**config.mk**
```make
export PLATFORM = sky130hd
export DESIGN_NAME = plrc_ctrl
export DESIGN_NICKNAME = d
export VERILOG_FILES = /design/src/rtl/plrc_pkg.sv /design/src/rtl/plrc_ctrl.sv
export SDC_FILE = /design/constraint.sdc
export NUM_CORES = 1
export LEC_CHECK = 0
export BUFFER_PORTS_ARGS = -buffer_cell sky130_fd_sc_hd__buf_4
export CAP_MARGIN = 20
export CORE_AREA = 5 5 42 44
export DETAILED_ROUTE_END_ITERATION = 8
export DIE_AREA = 0 0 47 49
export PLACE_DENSITY = 0.51
export SYNTH_ARGS = -nofsm -noshare
export SYNTH_HDL_FRONTEND = slang
export SYNTH_SLANG_ARGS = --single-unit
```
**constraint.sdc**
```tcl
create_clock -name clk -period 1.3 [get_ports clk]
set_input_delay 0.26 -clock clk [delete_from_list [all_inputs] [get_ports clk]]
set_output_delay 0.26 -clock clk [all_outputs]
set_load 0.05 [all_outputs]
```
**src/rtl/plrc_pkg.sv**
```systemverilog
// shared types and constants for the pair-keyed lru cache
package plrc_pkg;

	localparam int KEY_W    = 64;
	localparam int ID_W     = 32;
	localparam int STAMP_W  = 32;

	// lookup request beat
	typedef struct packed {
		logic [ID_W-1:0] buffer_decl_id;
		logic [ID_W-1:0] shader_decl_id;
	} req_t;

	// lookup result beat
	typedef struct packed {
		logic            hit;
		logic [ID_W-1:0] layout_id;
		logic            pruned;
		logic            first_prune;
	} rsp_t;

	// controller states
	typedef enum logic [3:0] {
		ST_CLEAR,
		ST_IDLE,
		ST_LOOKUP,
		ST_LOOKUP_WAIT,
		ST_DECIDE,
		ST_PRUNE,
		ST_PRUNE_WAIT,
		ST_EVICT,
		ST_COMMIT
	} state_t;

	// controller to datapath commands
	typedef struct packed {
		logic clear;       // invalidate entry at scan address
		logic scan_init;   // restart scan address and trackers
		logic prune_mode;  // with scan_init: min-stamp search instead of lookup
		logic scan;        // read entry at scan address
		logic evict;       // drop the victim of the last prune pass
		logic commit;      // final table write and result beat
	} ctl_cmd_t;

	// datapath to controller status
	typedef struct packed {
		logic addr_last;
		logic hit;
		logic full;
		logic pass_last;
	} ctl_sts_t;

endpackage

```
**src/rtl/plrc_ctrl.sv**
```systemverilog
// controller state machine for the pair-keyed lru cache
module plrc_ctrl (
	input  logic                clk,
	input  logic                arst_n,
	input  logic                start,
	input  plrc_pkg::ctl_sts_t  sts,
	output plrc_pkg::ctl_cmd_t  cmd,
	output logic                busy
);
	import plrc_pkg::*;

	state_t state_q;
	state_t state_nxt;

	// state register
	always_ff @(posedge clk or negedge arst_n) begin
		if (!arst_n) begin
			state_q <= ST_CLEAR;
		end else begin
			state_q <= state_nxt;
		end
	end

	// next state and commands
	always_comb begin
		state_nxt = state_q;
		cmd       = '0;
		busy      = 1'b1;
		case (state_q)
			ST_CLEAR: begin
				cmd.clear = 1'b1;
				if (sts.addr_last) begin
					state_nxt = ST_IDLE;
				end
			end
			ST_IDLE: begin
				busy = 1'b0;
				if (start) begin
					cmd.scan_init = 1'b1;
					state_nxt     = ST_LOOKUP;
				end
			end
			ST_LOOKUP: begin
				cmd.scan = 1'b1;
				if (sts.addr_last) begin
					state_nxt = ST_LOOKUP_WAIT;
				end
			end
			ST_LOOKUP_WAIT: begin
				state_nxt = ST_DECIDE;
			end
			ST_DECIDE: begin
				if (!sts.hit && sts.full) begin
					cmd.scan_init  = 1'b1;
					cmd.prune_mode = 1'b1;
					state_nxt      = ST_PRUNE;
				end else begin
					state_nxt = ST_COMMIT;
				end
			end
			ST_PRUNE: begin
				cmd.scan = 1'b1;
				if (sts.addr_last) begin
					state_nxt = ST_PRUNE_WAIT;
				end
			end
			ST_PRUNE_WAIT: begin
				state_nxt = ST_EVICT;
			end
			ST_EVICT: begin
				cmd.evict = 1'b1;
				if (sts.pass_last) begin
					state_nxt = ST_COMMIT;
				end else begin
					cmd.scan_init  = 1'b1;
					cmd.prune_mode = 1'b1;
					state_nxt      = ST_PRUNE;
				end
			end
			ST_COMMIT: begin
				cmd.commit = 1'b1;
				state_nxt  = ST_IDLE;
			end
			default: begin
				state_nxt = ST_CLEAR;
			end
		endcase
	end

endmodule

```
==> results by group <==
Timing
  – RSZ-0062 raised after global routing: yes
  – Max-slew violation total from the final report: 0
  – Number of hold violations in the final report: 0
  – Final period demand of the worst path: 1.69 ns
  – Number of setup violations in the final report: 8
  – Slew at the pin closest to its max-slew limit: between 0.2 and 0.3 ns
  – Post-route worst setup slack: -0.395 ns
  – Upper clock frequency limit: between 500 and 600 MHz
  – Final period utilization: 1.30
  – Worst relative slew slack: 0.827
  – Worst setup skew after layout: roughly 0.0021 ns

Layout
  – Antenna fix cells: 0
  – Layout filler cell count: 145
  – Post-synthesis to final-layout area growth: 97.8%
  – Largest registers: state_q x4
  – Share of layout cells above drive strength 1: 0.627
  – Net count reported at finish: 76
  – Most flop-heavy register: state_q
  – Final instance area: 668 um^2
  – Number of flip-flops in the largest register: 4

Die
  – Site Rows: 14
  – Width of the chip: about 47 um
  – Core Region: around 1400 um^2
  – Die extent in y: about 50 um
  – IO Count: 14
  – Die Outline Area: 2300 um^2
  – Effective utilization at floorplan: 0.241

Route
  – Count of routing violations after the opening detailed-route iteration: 0
  – Drc violations: 0
  – Top metal layer carrying routed signals: met3
  – Detailed Route WL: ~900 um
  – Drt via density: between 4 and 5
  – Detailed-routing wirelength on met1: 330 um
  – Routed Antenna Nets: 0
  – Via total after detailed routing: a little under 400
  – Total met3 wirelength after detailed routing: approximately 64 um
  – Number of iterations in the first detailed-routing pass: 1
  – Post-DR wirelength/cell: approximately 11 um
  – Detail Route met2 WL: approximately 500 um

Setup path
  – Launching point of the worst reg2reg path: state_q[0]
  – Kind of end point of the critical path: output pin
  – Type of the setup path with the least slack: reg2out
  – Worst reg-to-reg path cell count: 4
  – Top fanout value on the critical path: 6
  – Worst path slowest cell: sky130_fd_sc_hd__dfrtp_2
  – Startpoint class of the critical path: flop
  – Data arrival, critical path: approximately 1.4 ns
  – Required time of the worst setup path: ~1.0 ns
  – Critical-path cell list: or2_4 -> o32ai_4 -> a31o_4 -> buf_8
  – Delay of the slowest cell on the worst path: 0.42 ns
  – Critical Path Source: state_q[0]

Synthesis
  – Library cell occupying the most area in the post-synthesis netlist: sky130_fd_sc_hd__dfrtp_1
  – Net count after synthesis: 45
  – Top-area cell type share of the netlist area: 0.296
  – Sequential cell area fraction in the yosys report: 0.296
  – Post-Syn Area per Cell: slightly below 9 um^2
  – Library cell with the highest instance count after synthesis: sky130_fd_sc_hd__nor2_1
  – Count of warnings emitted by yosys: 0
  – Async S/R FF share, synth: 1.00
  – Post-Syn Instances: 38
  – Top post-synthesis cells by count: sky130_fd_sc_hd__nor2_1 (5), sky130_fd_sc_hd__dfrtp_1 (4), sky130_fd_sc_hd__a21oi_1 (3), sky130_fd_sc_hd__nand2b_1 (3)
  – Seq cells post-synth: 4
  – Unique cell type count in the Yosys netlist: 25
  – Combined area of all synthesized cells: about 340 um^2
  – Main area contributors after synthesis: sky130_fd_sc_hd__dfrtp_1 (30%), sky130_fd_sc_hd__o32ai_4 (8.1%), sky130_fd_sc_hd__mux2i_1 (5.9%)
  – Number of synthesized flops with an enable pin: 0
  – Predominant post-synthesis flop cell: sky130_fd_sc_hd__dfrtp_1

Placement
  – Gp weighted congestion: about 0.79
  – Cell area reported after detailed placement: between 500 and 600 um^2
  – Number of port buffers: 13
  – HPWL Detailed: 724 um

Global route
  – Number of global-route vias before repair: approximately 380
  – Overall global routing resource usage: 0.0856
  – Global-route wire length before repair: roughly 1400 um
  – Total congestion overflow after global routing: 0
  – Number of antenna violations at the first check in global routing: 0
  – Largest net degree at the start of global routing: 8

Clock network
  – Number of buffers inserted during clock tree synthesis: 3
  – Worst skew pair latency: ~0.23 ns
  – Clock input transition at the sequential cells of the worst setup and hold paths: 0.04 ns
  – Total number of clock tree sinks: 4
  – TritonCTS clock tree: yes
  – Max Root-Sink Buffers: 2
  – Max H-tree Level: 1
  – CTS Root Buffer Type: sky130_fd_sc_hd__clkbuf_4

Power and ir drop
  – Total Power: between 0.0015 and 0.002 W
  – Total power divided by cell area: 2400 nW/um^2
  – Static leakage: 0.309 nW
  – VDD IR max: ~0.0012 V

Run
  – MaxCap Viol Count: 0

Min path
  – Min-Delay Path Class: in2async

Run status
  – Status: finished with violations
  – Violated checks: setup timing
cell type report:
class,instances,area (um^2),share of cell area
well taps,16,20.0,0.0300
clock buffers,3,22.5,0.0337
flip-flops and latches,4,101,0.152
inverters,2,7.51,0.0112
multi-input cells,30,274,0.410
repair buffers,28,243,0.363
through the flow:
step / hold slack (ns) / worst slack, ns / util / setup TNS [ns] / std cells
after CTS: 0.357 / -0.406 / 0.458 / -2.44 / 82
after global placement: 0.0559 / -0.195 / 0.388 / -1.01 / 75
after global routing: 0.355 / -0.470 / 0.477 / -2.86 / 83
final: 0.357 / -0.395 / 0.477 / -2.35 / 83
after floorplan: -0.0356 / -0.489 / - / -1.62 / 38
after detailed placement: 0.0564 / -0.207 / 0.388 / -1.02 / 75
power breakdown:
| part | switching (W) | internal, W |
|---|---|---|
| logic | 0.000652 | 0.000581 |
| clock network | 0.0000480 | 0.000103 |
| registers | 0.0000458 | 0.000175 |
| total | 0.000746 | 0.000859 |
final timing paths:
path	endpoint	slack, ns
worst max-delay path	cmd[4]	-0.39
worst min-delay path	state_q[3]	0.36
max in group asynchronous	state_q[0]	0.83
worst min register to register	state_q[1]	0.64
min in group clk	state_q[3]	0.36
worst max register to register	state_q[2]	-0.08
routing by layer:
metal  GRT usage  up-vias
li1            -      197
met1      0.0891      180
met2       0.140       10
met3      0.0148        0
met4      0.0691        0
met5           0        -
worst max-delay path, delay by kind of cell, from the launching register on:
kind	cells	cell delay [ns]
flops	1	0.42
compound gates	2	0.39
simple gates	1	0.25
buf+inv	1	0.13
cells in the final DEF (no fill, tap or decap):
master / synthesis / layout
sky130_fd_sc_hd__nand4b_1: 1 / 1
sky130_fd_sc_hd__dfrtp_2: 0 / 1
sky130_fd_sc_hd__nor3_4: 0 / 1
sky130_fd_sc_hd__nand2_1: 1 / 1
sky130_fd_sc_hd__a211o_1: 1 / 1
sky130_fd_sc_hd__nand3_1: 1 / 1
sky130_fd_sc_hd__a31o_4: 0 / 1
sky130_fd_sc_hd__mux2i_2: 0 / 1
sky130_fd_sc_hd__mux2i_1: 2 / 1
sky130_fd_sc_hd__o31ai_1: 1 / 1
sky130_fd_sc_hd__buf_6: 0 / 4
sky130_fd_sc_hd__inv_2: 0 / 1
sky130_fd_sc_hd__clkbuf_4: 0 / 3
sky130_fd_sc_hd__nor4_1: 1 / 1
sky130_fd_sc_hd__nor2_4: 0 / 1
sky130_fd_sc_hd__nor2_1: 5 / 4
sky130_fd_sc_hd__or2b_1: 1 / 1
sky130_fd_sc_hd__mux2_4: 0 / 1
sky130_fd_sc_hd__o32ai_2: 0 / 1
sky130_fd_sc_hd__nand2b_1: 3 / 3
sky130_fd_sc_hd__a21oi_1: 3 / 3
sky130_fd_sc_hd__dlygate4sd3_1: 0 / 1
sky130_fd_sc_hd__nor3b_4: 0 / 1
sky130_fd_sc_hd__and2b_1: 1 / 1
sky130_fd_sc_hd__or3_1: 1 / 1
sky130_fd_sc_hd__dfrtp_1: 4 / 3
sky130_fd_sc_hd__buf_8: 0 / 2
sky130_fd_sc_hd__or2_4: 1 / 1
sky130_fd_sc_hd__o32ai_4: 1 / 1
sky130_fd_sc_hd__inv_1: 2 / 1
sky130_fd_sc_hd__buf_4: 1 / 21
sky130_fd_sc_hd__nor2b_2: 0 / 1
kinds of logic after synthesis:
kind of cell | synth area share
AOI/OAI and AO/OA | 0.226
buffers and inverters | 0.0593
DFF | 0.296
muxes | 0.0926
and+or+nand+nor | 0.326
timing repair:
action | in CTS | in global routing
gates cloned | 0 | 0
hold buffers | 1 | 0
pin swaps | 1 | 1
buffers inserted | 3 | 1
resized for setup | 11 | 4
setup endpoints to repair | 9 | 9
endpoints found under the hold margin | 4 | 0
No activity file was read; power rests on OpenSTA's default activity.
